$ cat src/skfi_pkg.sv
// ----------------------------------------------------------------------------
// skfi_pkg
// shared constants and types of the sorted key find-or-insert block
// ----------------------------------------------------------------------------
package skfi_pkg;

  localparam int CAPACITY = 64;
  localparam int DOC_W    = 64;
  localparam int KEY_W    = 32;
  localparam int HANDLE_W = 6;
  localparam int CNT_W    = $clog2(CAPACITY + 1);

  typedef enum logic [1:0] {
    ST_IDLE,
    ST_CMP,
    ST_UPD
  } state_e;

  // strobes from the sequencer to the cell row
  typedef struct packed {
    logic acc;  // word taken on the input side
    logic cmp;  // cells latch their compare flags
    logic upd;  // cells shift/insert, result registered
  } ctrl_t;

endpackage

$ cat src/skfi_ctrl.sv
// ----------------------------------------------------------------------------
// skfi_ctrl
// sequencer: accept, compare, update; owns the output valid register
// ----------------------------------------------------------------------------
module skfi_ctrl (
  input  logic            clk_i,
  input  logic            rst_ni,
  input  logic            in_valid_i,
  input  logic            out_stall_i,
  output logic            in_stall_o,
  output logic            out_valid_o,
  output skfi_pkg::ctrl_t ctrl_o
);
  import skfi_pkg::*;

  state_e state_q, state_d;
  logic   out_valid_q, out_valid_d;
  logic   out_free;

  assign out_free = !out_valid_q || !out_stall_i;

  always_comb begin
    state_d = state_q;
    unique case (state_q)
      ST_IDLE: if (in_valid_i) state_d = ST_CMP;
      ST_CMP:  state_d = ST_UPD;
      ST_UPD:  if (out_free) state_d = ST_IDLE;
      default: state_d = ST_IDLE;
    endcase
  end

  always_comb begin
    in_stall_o = (state_q != ST_IDLE);
    ctrl_o.acc = (state_q == ST_IDLE) && in_valid_i;
    ctrl_o.cmp = (state_q == ST_CMP);
    ctrl_o.upd = (state_q == ST_UPD) && out_free;
  end

  always_comb begin
    out_valid_d = out_valid_q;
    if (ctrl_o.upd) begin
      out_valid_d = 1'b1;
    end else if (out_valid_q && !out_stall_i) begin
      out_valid_d = 1'b0;
    end
  end

  always_ff @(posedge clk_i or negedge rst_ni) begin
    if (!rst_ni) begin
      state_q     <= ST_IDLE;
      out_valid_q <= 1'b0;
    end else begin
      state_q     <= state_d;
      out_valid_q <= out_valid_d;
    end
  end

  assign out_valid_o = out_valid_q;

endmodule

$ cat config.mk
export PLATFORM = sky130hd
export DESIGN_NAME = skfi_ctrl
export DESIGN_NICKNAME = d
export VERILOG_FILES = /design/src/skfi_pkg.sv /design/src/skfi_ctrl.sv
export SDC_FILE = /design/constraint.sdc
export NUM_CORES = 1
export LEC_CHECK = 0
export BUFFER_PORTS_ARGS = -buffer_cell sky130_fd_sc_hd__clkbuf_2
export CAP_MARGIN = 20
export CELL_PAD_IN_SITES_DETAIL_PLACEMENT = 0
export CELL_PAD_IN_SITES_GLOBAL_PLACEMENT = 1
export CORE_AREA = 2 2 39 41
export DETAILED_ROUTE_END_ITERATION = 12
export DIE_AREA = 0 0 41 43
export GPL_ROUTABILITY_DRIVEN = 1
export PLACE_DENSITY_LB_ADDON = 0.1
export RECOVER_POWER = 25
export REMOVE_ABC_BUFFERS = 1
export SLEW_MARGIN = 20
export SYNTH_ARGS = -nofsm -noshare
export SYNTH_HDL_FRONTEND = slang
export SYNTH_SLANG_ARGS = --single-unit
$ cat constraint.sdc
create_clock -name clk_i -period 0.8 [get_ports clk_i]
set_input_delay 0 -clock clk_i [delete_from_list [all_inputs] [get_ports clk_i]]
set_output_delay 0 -clock clk_i [all_outputs]
set_load 0.02 [all_outputs]
==> key figures <==
Run status
  • Outcome: finished, violations left
  • Failing checks: negative setup slack

STA
  • Final Max Slew Viols: 0
  • Hold WS: 37.6 ps
  • FMAX: between 900 and 1000 MHz
  • RSZ-0062 raised after global routing: yes
  • Tcrit/Tclk final: 1.36
  • Final hold violation count: 0
  • Worst slew pin tran: between 150 and 200 ps
  • Slew Limit Headroom: 0.893
  • Clock Skews: 1.26 ps
  • Final setup vio count: 5
  • Crit path time final: 1090 ps
  • Final WS setup: -291 ps

Clock tree
  • CTS Sinks: 3
  • CTS H-Tree Depth: 1
  • Clk slew on worst S/H paths: 40 ps
  • CTS tree: done
  • CTS Root Cell: clkbuf_4
  • Skew-Pair Late Insertion Delay: 230 ps
  • Total CTS buffers: 3
  • Clock Tree Buf Depth: 2

Die
  • Core box area: roughly 1400 µm²
  • Die width: 41 µm
  • IO Count: 9
  • Cell row count: 14
  • Die Span Y: 43 µm
  • Die area: 1760 µm²
  • Effective utilization at floorplan: 0.101

Finish
  • Synth-to-layout area growth: 95.5%
  • N_diodes: 0
  • Filler cells: 160
  • Layout cell share with drive strength beyond 1: 0.519
  • Final non-filler cell total: 43
  • Most frequent cells in the layout: clkbuf_4, dfrtp_1
  • Total Nets Final: 32
  • Most common cell after layout, fill and taps aside: clkbuf_4

Drt
  • Vias per cell: ~3.2
  • Drt drc: 0
  • Via count: 139
  • Final wirelength: 334 µm
  • DRT iter0 DRCs: 2
  • Drt first pass iters: 2
  • DR WL/cell: ~7.8 µm
  • Routed Antenna Nets: 0

Yosys
  • Post-Syn Instances: 15
  • Mean Syn Cell Area: 9.34 µm²
  • Post-Syn Area: approximately 140 µm²
  • Seq/Total Area, Yosys: 0.536
  • Ys Warns: 0
  • Synth unique cells: 10
  • Number of synthesized register bits: 3

Critical path
  • Critical path class: flip-flop to primary output
  • Max incr delay on CP: around 370 ps
  • CP startpoint kind: flip-flop
  • FF-to-FF setup slack: 0 ps
  • Worst R2R Start: state_q[0]$_DFFE_PN0P_
  • Worst path top cell family by delay: simple AND/OR/NAND/NOR gates
  • Crit path buffers/inverters: 1
  • Reg2Reg Depth: 2
  • Crit-path cells: or2_4 > nor2_4 > buf_6
  • Crit-path slowest cell: dfrtp_1
  • CP startpoint: state_q[0]$_DFFE_PN0P_
  • Crit path arrival time: 1090 ps
  • CP Capture Type: primary output
  • Levels on crit path: 3
  • Worst-path maximum fanout: 3
  • FF-to-FF End: state_q[0]$_DFFE_PN0P_
  • Worst path required time: 800 ps

GRT
  • Antenna violations before repair: 0
  • Met3 Use GR: 0.0366
  • Global-route wire length before repair: just under 600 µm
  • Total congestion overflow: 0
  • Global Route Usage Sum: 0.0563
  • M2 GR Usage: 0.0625
  • Pin count of the biggest net entering global routing: 4
  • Gr busiest metal: met4
  • M1 GR Usage: 0.0550
  • Vias in the first global route: around 160

Hold path
  • Worst hold endpoint: out_valid_o$_DFFE_PN0P_
  • Hold path startpoint: out_stall_i
  • Hold path depth: 3
  • Worst hold path type: input port to flip-flop

Power
  • Clock share of power: 0.273
  • Logic gate share of total power: 0.470
  • NetSw: ~0.00034 W
  • Internal Pwr Total: 0.000607 W
  • Worst vdd ir: around 0.88 mV
  • Flop pwr share: 0.257
  • Switching share of power: 0.358
  • Lkg Pwr: about 0.13 nW
  • Power per cell area: 3450 nW/µm²

Placement
  • Dpl cells: 37
  • Port Buffer Count: 8
  • RePlAce Congestion: 0.607

Run
  • Max_cap viols: 0
[state kept, by name, summed over array words and instances (netlist names)]
register / count
out_valid_o: 1
state_q: 2
[Yosys cell counts]
cell	number	area, µm²
buf_4	2	15.0
or2_1	1	6.26
nand2_1	2	7.51
nor2b_1	1	6.26
nor2_1	2	7.51
a21oi_1	1	5.00
o21bai_1	1	7.51
dfrtp_1	3	75.1
nand2b_1	1	6.26
inv_1	1	3.75
[power groups by stage]
stage	clock network (W)	logic (W)	registers [W]
after detailed placement	0	0.000296	0.000233
after floorplan	0	0.000164	0.000255
after CTS	0.000273	0.000371	0.000233
after global routing	0.000293	0.000481	0.000253
after global placement	0	0.000297	0.000234
final	0.000258	0.000444	0.000243
[kinds of logic (layout without fill, tap and decap cells)]
group	after synthesis	in the layout	share of synthesized area
AO/OA/AOI/OAI	2	2	0.0893
buffers and inverters	3	15	0.134
flip-flops	3	3	0.536
AND/OR/NAND/NOR	7	7	0.241
[layout make-up]
type                            count  area, µm²  area share
Timing Repair Buffer               10       86.3       0.315
Sequential cell                     3       75.1       0.274
Multi-Input combinational cell      9       62.6       0.228
Clock buffer                        4       26.3      0.0959
Tap cell                           16       20.0      0.0731
Inverter                            1       3.75      0.0137
[routing by layer]
metal,up-vias,routed length [µm]
met3,0,43
met4,0,0
met5,-,0
met2,6,164
li1,68,-
met1,65,125
[worst max-delay path by stage]
stage | slack (ps) | endpoint
detailed placement | -90 | ctrl_o[2]
floorplan | -200 | ctrl_o[2]
global placement | -80 | ctrl_o[2]
global route | -360 | ctrl_o[0]
finish | -290 | ctrl_o[2]
CTS | -330 | ctrl_o[2]
[what timing repair did]
action                                  CTS  global route
endpoints found under the setup margin    4             7
pin swaps                                 0             0
hold endpoints to repair                  4             0
gates resized for setup                   6            11
hold buffers                              2             0
buffers inserted                          0             0
cloned                                    0             0
[stage by stage]
stage / utilization / cell area [µm²] / TNS, ps / setup WS (ps) / power, W
6_report: 0.198 / 274 / -913 / -291 / 0.000945
5_1_grt: 0.198 / 274 / -1240 / -360 / 0.00103
4_1_cts: 0.181 / 250 / -1010 / -333 / 0.000878
3_5_place_dp: 0.134 / 185 / -119 / -88.8 / 0.000528
3_3_place_gp: 0.134 / 185 / -114 / -79.4 / 0.000531
2_1_floorplan: - / 125 / -463 / -199 / 0.000419
[worst register-to-register path, cell delays in order (launching register included)]
cell and delay [ps]:
dfrtp_1 370, or2_4 290, nor2_2 80
Note: power is estimated with default switching activity, not from simulation.
