[src/skfi_pkg.sv]
// ----------------------------------------------------------------------------
// skfi_pkg
// shared constants and types of the sorted key find-or-insert block
// ----------------------------------------------------------------------------
package skfi_pkg;

  localparam int CAPACITY = 64;
  localparam int DOC_W    = 64;
  localparam int KEY_W    = 32;
  localparam int HANDLE_W = 6;
  localparam int CNT_W    = $clog2(CAPACITY + 1);

  typedef enum logic [1:0] {
    ST_IDLE,
    ST_CMP,
    ST_UPD
  } state_e;

  // strobes from the sequencer to the cell row
  typedef struct packed {
    logic acc;  // word taken on the input side
    logic cmp;  // cells latch their compare flags
    logic upd;  // cells shift/insert, result registered
  } ctrl_t;

endpackage

[src/skfi_cell.sv]
// ----------------------------------------------------------------------------
// skfi_cell
// one table slot: key and handle, compares against the search key; takes the
// new entry when an insert lands on it, its left neighbor's when right of it
// ----------------------------------------------------------------------------
module skfi_cell (
  input  logic                          clk_i,
  input  skfi_pkg::ctrl_t               ctrl_i,
  input  logic                          ins_i,
  input  logic                          valid_i,
  input  logic [skfi_pkg::KEY_W-1:0]    key_i,
  input  logic [skfi_pkg::HANDLE_W-1:0] new_handle_i,
  input  logic                          prev_lt_i,
  input  logic [skfi_pkg::KEY_W-1:0]    prev_key_i,
  input  logic [skfi_pkg::HANDLE_W-1:0] prev_handle_i,
  output logic [skfi_pkg::KEY_W-1:0]    key_o,
  output logic [skfi_pkg::HANDLE_W-1:0] handle_o,
  output logic                          lt_o,
  output logic                          eq_o
);
  import skfi_pkg::*;

  logic [KEY_W-1:0]    key_q;
  logic [HANDLE_W-1:0] handle_q;
  logic                lt_q;
  logic                eq_q;

  always_ff @(posedge clk_i) begin
    if (ctrl_i.cmp) begin
      lt_q <= valid_i && (key_q < key_i);
      eq_q <= valid_i && (key_q == key_i);
    end
  end

  // slot left of the insert point stays, the insert point takes the new
  // entry, everything right of it moves one slot up
  always_ff @(posedge clk_i) begin
    if (ctrl_i.upd && ins_i && !lt_q) begin
      if (prev_lt_i) begin
        key_q    <= key_i;
        handle_q <= new_handle_i;
      end else begin
        key_q    <= prev_key_i;
        handle_q <= prev_handle_i;
      end
    end
  end

  assign key_o    = key_q;
  assign handle_o = handle_q;
  assign lt_o     = lt_q;
  assign eq_o     = eq_q;

endmodule

[config.mk]
export PLATFORM = sky130hd
export DESIGN_NAME = skfi_cell
export DESIGN_NICKNAME = d
export VERILOG_FILES = /design/src/skfi_pkg.sv /design/src/skfi_cell.sv
export SDC_FILE = /design/constraint.sdc
export NUM_CORES = 1
export LEC_CHECK = 0
export BUFFER_PORTS_ARGS = -buffer_cell sky130_fd_sc_hd__buf_2
export CORE_MARGIN = 8
export CORE_UTILIZATION = 46
export DETAILED_ROUTE_END_ITERATION = 16
export PLACE_DENSITY = 0.86
export SETUP_SLACK_MARGIN = 0.02
export SLEW_MARGIN = 20
export SYNTH_ARGS = -nofsm -noshare
export SYNTH_HDL_FRONTEND = slang
export SYNTH_SLANG_ARGS = --single-unit
[constraint.sdc]
create_clock -name clk_i -period 2.7 [get_ports clk_i]
set_input_delay 0.135 -clock clk_i [delete_from_list [all_inputs] [get_ports clk_i]]
set_output_delay 0.135 -clock clk_i [all_outputs]
set_load 0.05 [all_outputs]
==> impl_metrics.prom, run 1 <==
# TYPE chip_impl_metric gauge
chip_impl_metric{name="ctsLongestPathBuffers",unit=""} 2
chip_impl_metric{name="synth_async_sr_flop_share",unit=""} 0
chip_impl_metric{name="tightestPinTransition",unit="ps"} 874
chip_impl_metric{name="path_max_fanout",unit=""} 2
chip_impl_metric{name="max_freq",unit="MHz"} 557
chip_impl_info{name="layout_common_cells",value="121 x sky130_fd_sc_hd__buf_2, 40 x sky130_fd_sc_hd__edfxtp_1, 33 x sky130_fd_sc_hd__inv_1"} 1
chip_impl_metric{name="syn_avg_cell_area",unit="sq um"} 12.6
chip_impl_metric{name="lkg_pwr",unit="nW"} 1.59
chip_impl_info{name="endpoint_kind",value="register"} 1
chip_impl_metric{name="fin_util",unit=""} 0.615
chip_impl_metric{name="maxSlewViolCount",unit=""} 0
chip_impl_metric{name="final.hold.worst_slack",unit="ps"} 61.4
chip_impl_metric{name="power.switching_fraction",unit=""} 0.271
chip_impl_metric{name="r2r_slack",unit="ps"} 910
chip_impl_metric{name="final_design_area_no_fill",unit="sq um"} 3300
chip_impl_metric{name="post_synthesis_register_bit_count",unit=""} 40
chip_impl_metric{name="synth.mux.area_fraction",unit=""} 0.171
chip_impl_metric{name="routed_via_density",unit=""} 4.83
chip_impl_info{name="combinational_family_with_the_most_area_after_synthesis",value="multiplexers"} 1
chip_impl_metric{name="place.detailed.hpwl",unit="um"} 4950
chip_impl_metric{name="synth_area_in_xor_xnor",unit=""} 0
chip_impl_metric{name="ctsHoldBuffers",unit=""} 0
chip_impl_info{name="rsz0062_at_grt",value="no"} 1
chip_impl_metric{name="synth_nets",unit=""} 314
chip_impl_info{name="hold-path-endpoint",value="lt_o"} 1
chip_impl_metric{name="grt_usage",unit=""} 0.144
chip_impl_metric{name="detailed_route_wire_length",unit="um"} 5940
chip_impl_metric{name="power.density_cell_area",unit="nW/um^2"} 467
chip_impl_metric{name="slew-limit-headroom",unit=""} 0.418
chip_impl_metric{name="grt_antenna_before_repair",unit=""} 0
chip_impl_metric{name="area_delta_synth_final",unit="%"} 31.8
chip_impl_metric{name="synth_enable_flop_cells",unit=""} 40
chip_impl_metric{name="drtIter0Drc",unit=""} 57
chip_impl_metric{name="clk_transition_reported_paths",unit="ps"} 80
chip_impl_info{name="r2r-start",value="key_o[14]"} 1
chip_impl_metric{name="ys_warn_count",unit=""} 0
chip_impl_metric{name="wl_per_cell",unit="um"} 14.9
chip_impl_metric{name="sequentialPowerShare",unit=""} 0.471
chip_impl_info{name="dominantRegCellSynth",value="sky130_fd_sc_hd__edfxtp_1"} 1
chip_impl_metric{name="wire_length_of_the_first_global_routing_pass",unit="um"} 9630
chip_impl_metric{name="synth.yosys.seq_area_share",unit=""} 0.479
chip_impl_info{name="tritoncts",value="built"} 1
chip_impl_metric{name="min_delay_path_depth",unit=""} 1
chip_impl_metric{name="inserted_clock_buffers",unit=""} 5
chip_impl_metric{name="first_pass_iters",unit=""} 4
chip_impl_info{name="min-delay-start",value="ctrl_i[1]"} 1
chip_impl_info{name="status",value="finished, final reports clean"} 1
chip_impl_metric{name="cts_h_tree_lvls",unit=""} 2
chip_impl_metric{name="total_area_of_multi_input_combinational_cells",unit="sq um"} 1160
chip_impl_metric{name="max_cap_violations",unit=""} 0
chip_impl_metric{name="timing.reg2reg.worst_path_depth",unit=""} 6
chip_impl_metric{name="place_ws",unit="ps"} 889
chip_impl_metric{name="synth_compound_area_frac",unit=""} 0.0659
chip_impl_metric{name="synth_simple_gate_area_frac",unit=""} 0.0654
chip_impl_metric{name="gp_routability_congestion",unit=""} 0.741
chip_impl_metric{name="layout_worst_path_cycle_share",unit=""} 0.665
chip_impl_metric{name="clock_sinks",unit=""} 40
chip_impl_metric{name="final_worst_setup_slack",unit="ps"} 906
chip_impl_metric{name="final_hold_viol_count",unit=""} 0
chip_impl_metric{name="num_vias",unit=""} 1916
chip_impl_metric{name="numPlacedInstances",unit=""} 389
chip_impl_metric{name="required",unit="ps"} 2740
chip_impl_metric{name="starting_density_of_the_core",unit=""} 0.467
chip_impl_metric{name="globalRoute.totalOverflow",unit=""} 0
chip_impl_metric{name="synthAdderAreaFrac",unit=""} 0.160
chip_impl_metric{name="share_clk_of_total_power",unit=""} 0.316
chip_impl_metric{name="mappedNetlistArea",unit="sq um"} 2510
chip_impl_metric{name="final.fill_count",unit=""} 446
chip_impl_metric{name="vias_in_the_first_global_route",unit=""} 2141
chip_impl_metric{name="insertedDiodeCount",unit=""} 0
chip_impl_metric{name="final_nets",unit=""} 439
chip_impl_metric{name="row_count",unit=""} 27
chip_impl_metric{name="io_buffer_count",unit=""} 121
chip_impl_metric{name="power.share.combinational",unit=""} 0.213
chip_impl_metric{name="synth_cell_types",unit=""} 28
chip_impl_metric{name="final-instance-count-excl-fill",unit=""} 397
chip_impl_info{name="layout_commonest_cell",value="sky130_fd_sc_hd__buf_2"} 1
chip_impl_metric{name="placement.cell_area",unit="sq um"} 3190
chip_impl_metric{name="netlist_instances",unit=""} 199
chip_impl_metric{name="cts_repair_resize_count",unit=""} 0
chip_impl_metric{name="setup-tns-final",unit="ps"} 0
chip_impl_metric{name="num_io_pins",unit=""} 123
chip_impl_metric{name="drcViolationCount",unit=""} 0
chip_impl_metric{name="power.internal",unit="mW"} 1.13
chip_impl_metric{name="total_power",unit="mW"} 1.54
chip_impl_metric{name="postCtsSetupRepairBufs",unit=""} 0
chip_impl_info{name="hold_path_class",value="in2reg"} 1
chip_impl_info{name="r2r-end",value="lt_o"} 1
chip_impl_metric{name="die_width",unit="um"} 89.8
chip_impl_metric{name="design.die.area",unit="sq um"} 8070
chip_impl_info{name="clockRootBuffer",value="sky130_fd_sc_hd__clkbuf_8"} 1
chip_impl_info{name="crit_path_start_kind",value="register"} 1
chip_impl_metric{name="drive_gt1_frac",unit=""} 0.477
chip_impl_metric{name="remaining_number_of_nets_flagged_by_the_antenna_check_after_routing",unit=""} 0
chip_impl_metric{name="maximum_vdd_drop",unit="mV"} 0.265
chip_impl_info{name="timing.setup.critical_path_class",value="reg2reg"} 1
chip_impl_metric{name="worst_ep_arrival_time",unit="ps"} 1830
chip_impl_metric{name="clock_latency_reported_for_the_late_side_of_the_worst_skew_pair",unit="ps"} 290
chip_impl_metric{name="pin_count_of_the_biggest_net_entering_global_routing",unit=""} 39
chip_impl_metric{name="period_needed",unit="ps"} 1790
chip_impl_metric{name="fp.dieH",unit="um"} 89.8
chip_impl_metric{name="core_area",unit="sq um"} 5370
chip_impl_metric{name="p_sw",unit="mW"} 0.419
chip_impl_metric{name="fin_worst_skew",unit="ps"} 10.2
chip_impl_metric{name="area_used_by_sequential_logic_in_the_layout",unit="sq um"} 1200
chip_impl_metric{name="final-setup-viol-count",unit=""} 0
==> routing by layer <==
layer / up-vias / global-route usage / wire length (um)
li1: 981 / - / -
met5: - / 0 / 0
met2: 71 / 0.257 / 3050
met1: 857 / 0.153 / 2340
met4: 0 / 0.0296 / 48
met3: 7 / 0.0640 / 498
==> layout make-up <==
cell class | count | area share
repair buffers | 122 | 0.186
clock buffers | 5 | 0.0208
well taps | 72 | 0.0273
clock inverters | 3 | 0.0129
inverters | 33 | 0.0375
flip-flops and latches | 40 | 0.363
multi-input cells | 122 | 0.353
==> worst max-delay path, cell delays in order (launching register included) <==
cell and delay, ps:
sky130_fd_sc_hd__edfxtp_1 410, sky130_fd_sc_hd__ha_1 330, sky130_fd_sc_hd__nand4_2 150, sky130_fd_sc_hd__nor4_2 340, sky130_fd_sc_hd__o21ai_1 140, sky130_fd_sc_hd__o211ai_2 100
sky130_fd_sc_hd__a211oi_2 80
==> power by group through the flow <==
stage	sequential, mW	combinational, mW	clock, mW
after floorplan	0.821	0.138	0
after CTS	0.728	0.335	0.506
after global placement	0.740	0.322	0
final	0.727	0.329	0.488
after global routing	0.730	0.362	0.530
after detailed placement	0.742	0.334	0
==> state kept, by name, summed over array words and instances (netlist names) <==
signal / cells
eq_o: 1
handle_o: 6
key_o: 32
lt_o: 1
==> how the worst max path moves through the flow <==
stage                  end  depth (start not counted)      start  slack, ps
3_5_place_dp          lt_o                          6  key_o[14]        890
4_1_cts               lt_o                          6  key_o[14]        880
3_3_place_gp          lt_o                          6  key_o[13]        930
6_report              lt_o                          6  key_o[14]        910
2_1_floorplan  handle_o[0]                          1       lt_o        590
5_1_grt               lt_o                          6  key_o[14]        790
==> synthesized netlist by cell type (3+ instances only) <==
master	instances	area share
sky130_fd_sc_hd__edfxtp_1	40	0.48
sky130_fd_sc_hd__inv_1	33	0.049
sky130_fd_sc_hd__ha_1	32	0.16
sky130_fd_sc_hd__mux2_1	20	0.090
sky130_fd_sc_hd__mux2_2	18	0.081
sky130_fd_sc_hd__a21oi_1	12	0.024
sky130_fd_sc_hd__nand2_1	9	0.013
sky130_fd_sc_hd__nand4_1	4	0.010
sky130_fd_sc_hd__a21o_1	3	0.0090
sky130_fd_sc_hd__nor2_1	3	0.0045
==> cell families after synthesis <==
family	after synthesis
compound gates	25
fa+ha+maj	32
buf+inv	37
flops	40
mux	38
simple gates	27
Note: power is estimated with default switching activity, not from simulation.
==> inputs of run 2 (changes only) <==
--- a/config.mk
+++ b/config.mk
@@ -7,9 +7,9 @@
 export LEC_CHECK = 0
 export BUFFER_PORTS_ARGS = -buffer_cell sky130_fd_sc_hd__buf_2
 export CORE_MARGIN = 8
-export CORE_UTILIZATION = 46
+export CORE_UTILIZATION = 42
 export DETAILED_ROUTE_END_ITERATION = 16
-export PLACE_DENSITY = 0.86
+export PLACE_DENSITY = 0.83
 export SETUP_SLACK_MARGIN = 0.02
 export SLEW_MARGIN = 20
 export SYNTH_ARGS = -nofsm -noshare
==> constraint.sdc (replaced) <==
create_clock -name clk_i -period 1.6 [get_ports clk_i]
set_input_delay 0.08 -clock clk_i [delete_from_list [all_inputs] [get_ports clk_i]]
set_output_delay 0.08 -clock clk_i [all_outputs]
set_load 0.05 [all_outputs]
==> run 2 against run 1 <==
  * Sequential share of layout area is 3.1 points lower
  * Via count is 4.3% higher
  * Sequential cell count stayed put
  * The run now ends with setup timing left
  * First-iteration DRC count is 18% lower
  * Routed wire length is 7.8% higher
  * Critical path type unchanged
  * Combinational power is 94% higher
==> impl_metrics.prom, run 2 (synthesized netlist as in run 1, its figures left out) <==
# TYPE chip_impl_metric gauge
chip_impl_info{name="tritoncts",value="built"} 1
chip_impl_metric{name="fp.dieH",unit="um"} 93.3
chip_impl_metric{name="max_freq",unit="MHz"} 590
chip_impl_info{name="violations",value="setup timing"} 1
chip_impl_metric{name="vias_in_the_first_global_route",unit=""} 2243
chip_impl_metric{name="pin_count_of_the_biggest_net_entering_global_routing",unit=""} 39
chip_impl_metric{name="area_used_by_sequential_logic_in_the_layout",unit="sq um"} 1200
chip_impl_info{name="critical-path-top-delay-family",value="flip-flops"} 1
chip_impl_metric{name="grt_usage",unit=""} 0.146
chip_impl_metric{name="numPlacedInstances",unit=""} 401
chip_impl_metric{name="final_nets",unit=""} 453
chip_impl_metric{name="row_count",unit=""} 28
chip_impl_metric{name="final_worst_setup_slack",unit="ps"} -96.3
chip_impl_metric{name="tightestPinTransition",unit="ps"} 302
chip_impl_metric{name="path_max_fanout",unit=""} 2
chip_impl_metric{name="maximum_vdd_drop",unit="mV"} 0.409
chip_impl_metric{name="final-setup-viol-count",unit=""} 2
chip_impl_metric{name="final.fill_count",unit=""} 513
chip_impl_metric{name="final-instance-count-excl-fill",unit=""} 414
chip_impl_metric{name="io_buffer_count",unit=""} 121
chip_impl_metric{name="drtIter0Drc",unit=""} 47
chip_impl_metric{name="inserted_clock_buffers",unit=""} 5
chip_impl_info{name="hold_path_class",value="in2reg"} 1
chip_impl_metric{name="ctsLongestPathBuffers",unit=""} 2
chip_impl_metric{name="num_vias",unit=""} 1998
chip_impl_metric{name="routed_via_density",unit=""} 4.83
chip_impl_info{name="rsz0062_at_grt",value="yes"} 1
chip_impl_metric{name="remaining_number_of_nets_flagged_by_the_antenna_check_after_routing",unit=""} 0
chip_impl_metric{name="clock_latency_reported_for_the_late_side_of_the_worst_skew_pair",unit="ps"} 290
chip_impl_metric{name="layout_worst_path_cycle_share",unit=""} 1.06
chip_impl_metric{name="place.detailed.hpwl",unit="um"} 5230
chip_impl_metric{name="wire_length_of_the_first_global_routing_pass",unit="um"} 10200
chip_impl_metric{name="critical_path.n_buffers_inverters",unit=""} 0
chip_impl_metric{name="maxSlewViolCount",unit=""} 0
chip_impl_metric{name="design.die.area",unit="sq um"} 8700
chip_impl_metric{name="drive_gt1_frac",unit=""} 0.540
chip_impl_metric{name="drcViolationCount",unit=""} 0
chip_impl_metric{name="starting_density_of_the_core",unit=""} 0.429
chip_impl_metric{name="gp_routability_congestion",unit=""} 0.745
chip_impl_metric{name="total_area_of_multi_input_combinational_cells",unit="sq um"} 1350
chip_impl_metric{name="slowest_delay",unit="ps"} 450
chip_impl_info{name="timing.setup.critical_path_class",value="reg2reg"} 1
chip_impl_metric{name="insertedDiodeCount",unit=""} 0
chip_impl_metric{name="die_width",unit="um"} 93.3
chip_impl_metric{name="wl_per_cell",unit="um"} 15.5
chip_impl_metric{name="area_delta_synth_final",unit="%"} 44.1
chip_impl_metric{name="first_pass_iters",unit=""} 4
chip_impl_metric{name="core_area",unit="sq um"} 5850
chip_impl_metric{name="slew-limit-headroom",unit=""} 0.799
chip_impl_metric{name="placement.cell_area",unit="sq um"} 3370
chip_impl_metric{name="fin_worst_skew",unit="ps"} 3.49
chip_impl_metric{name="final_hold_viol_count",unit=""} 0
chip_impl_metric{name="num_io_pins",unit=""} 123
chip_impl_metric{name="setup-tns-final",unit="ps"} -159
chip_impl_metric{name="cts_h_tree_lvls",unit=""} 2
chip_impl_metric{name="final_design_area_no_fill",unit="sq um"} 3610
chip_impl_metric{name="globalRoute.totalOverflow",unit=""} 0
chip_impl_metric{name="detailed_route_wire_length",unit="um"} 6400
chip_impl_info{name="path_cells",value="ha_4, nand4_4, nor4_4, o21ai_1, o211ai_2, a211oi_2"} 1
chip_impl_metric{name="power.density_cell_area",unit="nW/um^2"} 742
chip_impl_metric{name="period_needed",unit="ps"} 1700
chip_impl_info{name="endpoint_kind",value="register"} 1
chip_impl_info{name="layout_commonest_cell",value="sky130_fd_sc_hd__buf_2"} 1
chip_impl_metric{name="clk_transition_reported_paths",unit="ps"} 80
chip_impl_metric{name="total_power",unit="mW"} 2.68
chip_impl_metric{name="fin_util",unit=""} 0.618
chip_impl_metric{name="clock_sinks",unit=""} 40
chip_impl_info{name="timing.critical_path.slowest_stage_cell",value="sky130_fd_sc_hd__edfxtp_1"} 1
chip_impl_metric{name="largest_register_ffs",unit=""} 32
chip_impl_metric{name="required",unit="ps"} 1640
chip_impl_info{name="crit_path_start_kind",value="register"} 1
chip_impl_info{name="layout_common_cells",value="121 x sky130_fd_sc_hd__buf_2, 40 x sky130_fd_sc_hd__edfxtp_1, 33 x sky130_fd_sc_hd__inv_1"} 1
chip_impl_metric{name="grt_antenna_before_repair",unit=""} 0
chip_impl_info{name="status",value="finished, violations left"} 1
chip_impl_metric{name="worst_ep_arrival_time",unit="ps"} 1730
chip_impl_metric{name="lkg_pwr",unit="nW"} 1.67
chip_impl_info{name="clockRootBuffer",value="sky130_fd_sc_hd__clkbuf_8"} 1
chip_impl_metric{name="max_cap_violations",unit=""} 0
==> run 2: changes by cell type in the layout (fill, tap and decap cells not counted), sizes merged <==
cell	change
dlygate4sd3	+1
buf	+13
clkbuf	+1
clkinv	-1
==> run 2: power by group <==
group / internal [mW] / total (mW) / switching, mW
Combinational: 0.281 / 0.637 / 0.356
Sequential: 1.21 / 1.23 / 0.0236
Clock: 0.463 / 0.811 / 0.348
==> run 2: layout make-up <==
type / instances / share of cell area
Clock buffer: 6 / 0.0201
Inverter: 33 / 0.0343
Tap cell: 75 / 0.0260
Timing Repair Buffer: 136 / 0.203
Sequential cell: 40 / 0.332
Multi-Input combinational cell: 122 / 0.375
Clock inverter: 2 / 0.00970
==> run 2: worst register-to-register path: cells and delay by family, from the launching register on <==
family,cells,cell delay [ps]
flops,1,450
simple gates,2,380
fa+ha+maj,1,310
compound gates,3,310
==> run 2: what timing repair did <==
item | in CTS | in global routing
setup buffers | 2 | 2
setup endpoints to repair | 2 | 2
pin swaps | 4 | 3
endpoints found under the hold margin | 1 | 0
hold buffers | 1 | 0
cloned | 0 | 0
gates resized for setup | 9 | 2
==> run 2: final timing paths <==
kind	start	endpoint	slack [ps]	cells after the start
min reg2reg	key_o[31]	lt_o	820	3
max	key_o[8]	lt_o	-100	6
min	prev_key_i[21]	key_o[21]	70	2
max reg2reg	key_o[8]	lt_o	-100	6
==> run 2: stage by stage <==
| stage | hold slack (ps) | setup WS [ps] |
|---|---|---|
| floorplan | 192 | -336 |
| global placement | 319 | -133 |
| detailed placement | 309 | -160 |
| CTS | 55.5 | -101 |
| global route | 56.0 | -183 |
| finish | 66.2 | -96.3 |
==> run 2: layer usage <==
layer / up-vias / wire length (um) / GRT usage
met1: 920 / 2420 / 0.153
met4: 0 / 18 / 0.0322
met5: - / 0 / 0
li1: 1011 / - / -
met3: 2 / 461 / 0.0513
met2: 65 / 3500 / 0.273
==> inputs of run 3 (changes only) <==
--- a/config.mk
+++ b/config.mk
@@ -7,9 +7,11 @@
 export LEC_CHECK = 0
 export BUFFER_PORTS_ARGS = -buffer_cell sky130_fd_sc_hd__buf_2
 export CORE_MARGIN = 8
-export CORE_UTILIZATION = 42
+export CORE_UTILIZATION = 43
+export CTS_BUF_LIST = sky130_fd_sc_hd__clkbuf_4
 export DETAILED_ROUTE_END_ITERATION = 16
-export PLACE_DENSITY = 0.83
+export HOLD_SLACK_MARGIN = 0.06
+export PLACE_DENSITY = 0.85
 export SETUP_SLACK_MARGIN = 0.02
 export SLEW_MARGIN = 20
 export SYNTH_ARGS = -nofsm -noshare
==> run 3 against run 2 <==
  * The flow still finishes with violations (setup timing)
  * Critical path depth stayed put
  * Hold slack better by 84 ps
  * Sequential cell count is the same
  * Die area decreased by 1.9%
  * Sequential power is essentially flat
  * Core utilization increased by 12 points
==> impl_metrics.prom, run 3 (synthesized netlist as in run 1, its figures left out) <==
# TYPE chip_impl_metric gauge
chip_impl_metric{name="final.fill_count",unit=""} 396
chip_impl_metric{name="num_io_pins",unit=""} 123
chip_impl_metric{name="inserted_clock_buffers",unit=""} 5
chip_impl_metric{name="routed_via_density",unit=""} 4.78
chip_impl_metric{name="place.detailed.hpwl",unit="um"} 5110
chip_impl_info{name="rsz0062_at_grt",value="yes"} 1
chip_impl_metric{name="area_used_by_sequential_logic_in_the_layout",unit="sq um"} 1200
chip_impl_metric{name="grt_antenna_before_repair",unit=""} 0
chip_impl_info{name="endpoint_kind",value="register"} 1
chip_impl_metric{name="globalRoute.totalOverflow",unit=""} 0
chip_impl_metric{name="detailed_route_wire_length",unit="um"} 7700
chip_impl_metric{name="area_delta_synth_final",unit="%"} 70.9
chip_impl_metric{name="placement.cell_area",unit="sq um"} 3380
chip_impl_metric{name="core_area",unit="sq um"} 5780
chip_impl_metric{name="drive_gt1_frac",unit=""} 0.433
chip_impl_metric{name="required",unit="ps"} 1690
chip_impl_metric{name="period_needed",unit="ps"} 1750
chip_impl_metric{name="wl_per_cell",unit="um"} 15.8
chip_impl_metric{name="num_vias",unit=""} 2326
chip_impl_info{name="crit_path_start_kind",value="register"} 1
chip_impl_metric{name="numPlacedInstances",unit=""} 400
chip_impl_metric{name="fin_worst_skew",unit="ps"} 12.3
chip_impl_info{name="status",value="finished, violations left"} 1
chip_impl_metric{name="ctsLongestPathBuffers",unit=""} 2
chip_impl_metric{name="cts_h_tree_lvls",unit=""} 2
chip_impl_metric{name="final_design_area_no_fill",unit="sq um"} 4290
chip_impl_info{name="layout_common_cells",value="121 x sky130_fd_sc_hd__buf_2, 77 x sky130_fd_sc_hd__dlygate4sd3_1, 40 x sky130_fd_sc_hd__edfxtp_1"} 1
chip_impl_metric{name="fp.dieH",unit="um"} 92.4
chip_impl_metric{name="vias_in_the_first_global_route",unit=""} 2580
chip_impl_metric{name="grt_util_met3",unit=""} 0.0623
chip_impl_metric{name="maximum_vdd_drop",unit="mV"} 0.438
chip_impl_info{name="violations",value="setup timing"} 1
chip_impl_metric{name="clock_latency_reported_for_the_late_side_of_the_worst_skew_pair",unit="ps"} 350
chip_impl_metric{name="first_pass_iters",unit=""} 4
chip_impl_metric{name="design.die.area",unit="sq um"} 8530
chip_impl_metric{name="total_area_of_multi_input_combinational_cells",unit="sq um"} 1330
chip_impl_metric{name="grt_usage",unit=""} 0.182
chip_impl_metric{name="grtUsageMet1",unit=""} 0.180
chip_impl_metric{name="row_count",unit=""} 28
chip_impl_metric{name="layout_worst_path_cycle_share",unit=""} 1.09
chip_impl_metric{name="final-setup-viol-count",unit=""} 2
chip_impl_metric{name="worst_ep_arrival_time",unit="ps"} 1840
chip_impl_metric{name="max_freq",unit="MHz"} 571
chip_impl_metric{name="max_cap_violations",unit=""} 0
chip_impl_metric{name="final_hold_viol_count",unit=""} 0
chip_impl_metric{name="io_buffer_count",unit=""} 121
chip_impl_metric{name="drtIter0Drc",unit=""} 53
chip_impl_metric{name="final.hold.worst_slack",unit="ps"} 151
chip_impl_metric{name="maxSlewViolCount",unit=""} 0
chip_impl_metric{name="starting_density_of_the_core",unit=""} 0.434
chip_impl_metric{name="power.density_cell_area",unit="nW/um^2"} 601
chip_impl_metric{name="grt_use_met2",unit=""} 0.346
chip_impl_info{name="layout_commonest_cell",value="sky130_fd_sc_hd__buf_2"} 1
chip_impl_metric{name="path_max_fanout",unit=""} 2
chip_impl_metric{name="remaining_number_of_nets_flagged_by_the_antenna_check_after_routing",unit=""} 0
chip_impl_metric{name="slew-limit-headroom",unit=""} 0.789
chip_impl_info{name="clockRootBuffer",value="sky130_fd_sc_hd__clkbuf_4"} 1
chip_impl_metric{name="final-instance-count-excl-fill",unit=""} 487
chip_impl_metric{name="largest_register_ffs",unit=""} 32
chip_impl_metric{name="lkg_pwr",unit="nW"} 1.95
chip_impl_metric{name="clk_transition_reported_paths",unit="ps"} 120
chip_impl_metric{name="wire_length_of_the_first_global_routing_pass",unit="um"} 12400
chip_impl_metric{name="die_width",unit="um"} 92.4
chip_impl_metric{name="final_worst_setup_slack",unit="ps"} -152
chip_impl_metric{name="timing.reg2reg.worst_path_depth",unit=""} 6
chip_impl_metric{name="setup-tns-final",unit="ps"} -189
chip_impl_metric{name="pin_count_of_the_biggest_net_entering_global_routing",unit=""} 39
chip_impl_metric{name="tightestPinTransition",unit="ps"} 314
chip_impl_info{name="tritoncts",value="built"} 1
chip_impl_metric{name="clock_sinks",unit=""} 40
chip_impl_metric{name="gp_routability_congestion",unit=""} 0.697
chip_impl_info{name="timing.setup.critical_path_class",value="reg2reg"} 1
chip_impl_metric{name="drcViolationCount",unit=""} 0
chip_impl_metric{name="total_power",unit="mW"} 2.58
chip_impl_info{name="busiest_grt_layer",value="met2"} 1
chip_impl_info{name="hold_path_class",value="in2reg"} 1
chip_impl_metric{name="final_nets",unit=""} 525
chip_impl_metric{name="min_delay_path_depth",unit=""} 3
-- run 3: changes by cell type in the layout (fill, tap and decap cells not counted), sizes merged --
| cell | change |
|---|---|
| buf | -4 |
| bufinv | -1 |
| clkbuf | +1 |
| diode | +1 |
| dlygate4sd3 | +76 |
-- run 3: per-layer routing --
layer	up-vias	part of all wire
li1	1155	-
met1	1079	0.36
met2	79	0.54
met3	13	0.075
met4	0	0.017
met5	-	0
-- run 3: repair_timing --
item / in CTS / in global routing
hold buffers: 77 / 0
pin swaps: 8 / 1
endpoints found under the hold margin: 40 / 0
resized for setup: 6 / 3
endpoints found under the setup margin: 2 / 2
setup buffers: 1 / 0
-- run 3: path summary, 6_finish.rpt --
kind,startpoint,slack [ps],end
setup reg to reg,key_o[7],-150,lt_o
hold reg to reg,key_o[31],820,lt_o
hold / removal,valid_i,150,lt_o
setup / recovery,key_o[7],-150,lt_o
-- run 3: per-stage QoR --
step,setup slack [ps],utilization
floorplan,-336,-
global placement,-149,0.584
detailed placement,-156,0.584
CTS,-147,0.735
global route,-223,0.741
finish,-152,0.741
-- run 3: critical path, stage by stage (launching register included) --
cell	delay, ps
sky130_fd_sc_hd__edfxtp_1	450
sky130_fd_sc_hd__ha_4	310
sky130_fd_sc_hd__nand2_4	60
sky130_fd_sc_hd__o21a_1	170
sky130_fd_sc_hd__o221a_2	230
sky130_fd_sc_hd__o211ai_2	180
sky130_fd_sc_hd__a211oi_2	90
-- run 3: where the power goes --
part / total, mW / switching (mW) / leakage, nW / internal, mW
clock: 0.527 / 0.323 / 0.0338 / 0.203
sequential: 1.23 / 0.0234 / 0.371 / 1.21
combinational: 0.818 / 0.392 / 1.54 / 0.426
-- run 3: layout make-up --
cell class / count / area share
Timing Repair Buffer: 208 / 0.345
Multi-Input combinational cell: 122 / 0.311
Sequential cell: 40 / 0.280
Inverter: 33 / 0.0289
Tap cell: 75 / 0.0219
Clock buffer: 7 / 0.0123
Clock inverter: 1 / 0.000876
Antenna cell: 1 / 0.000584
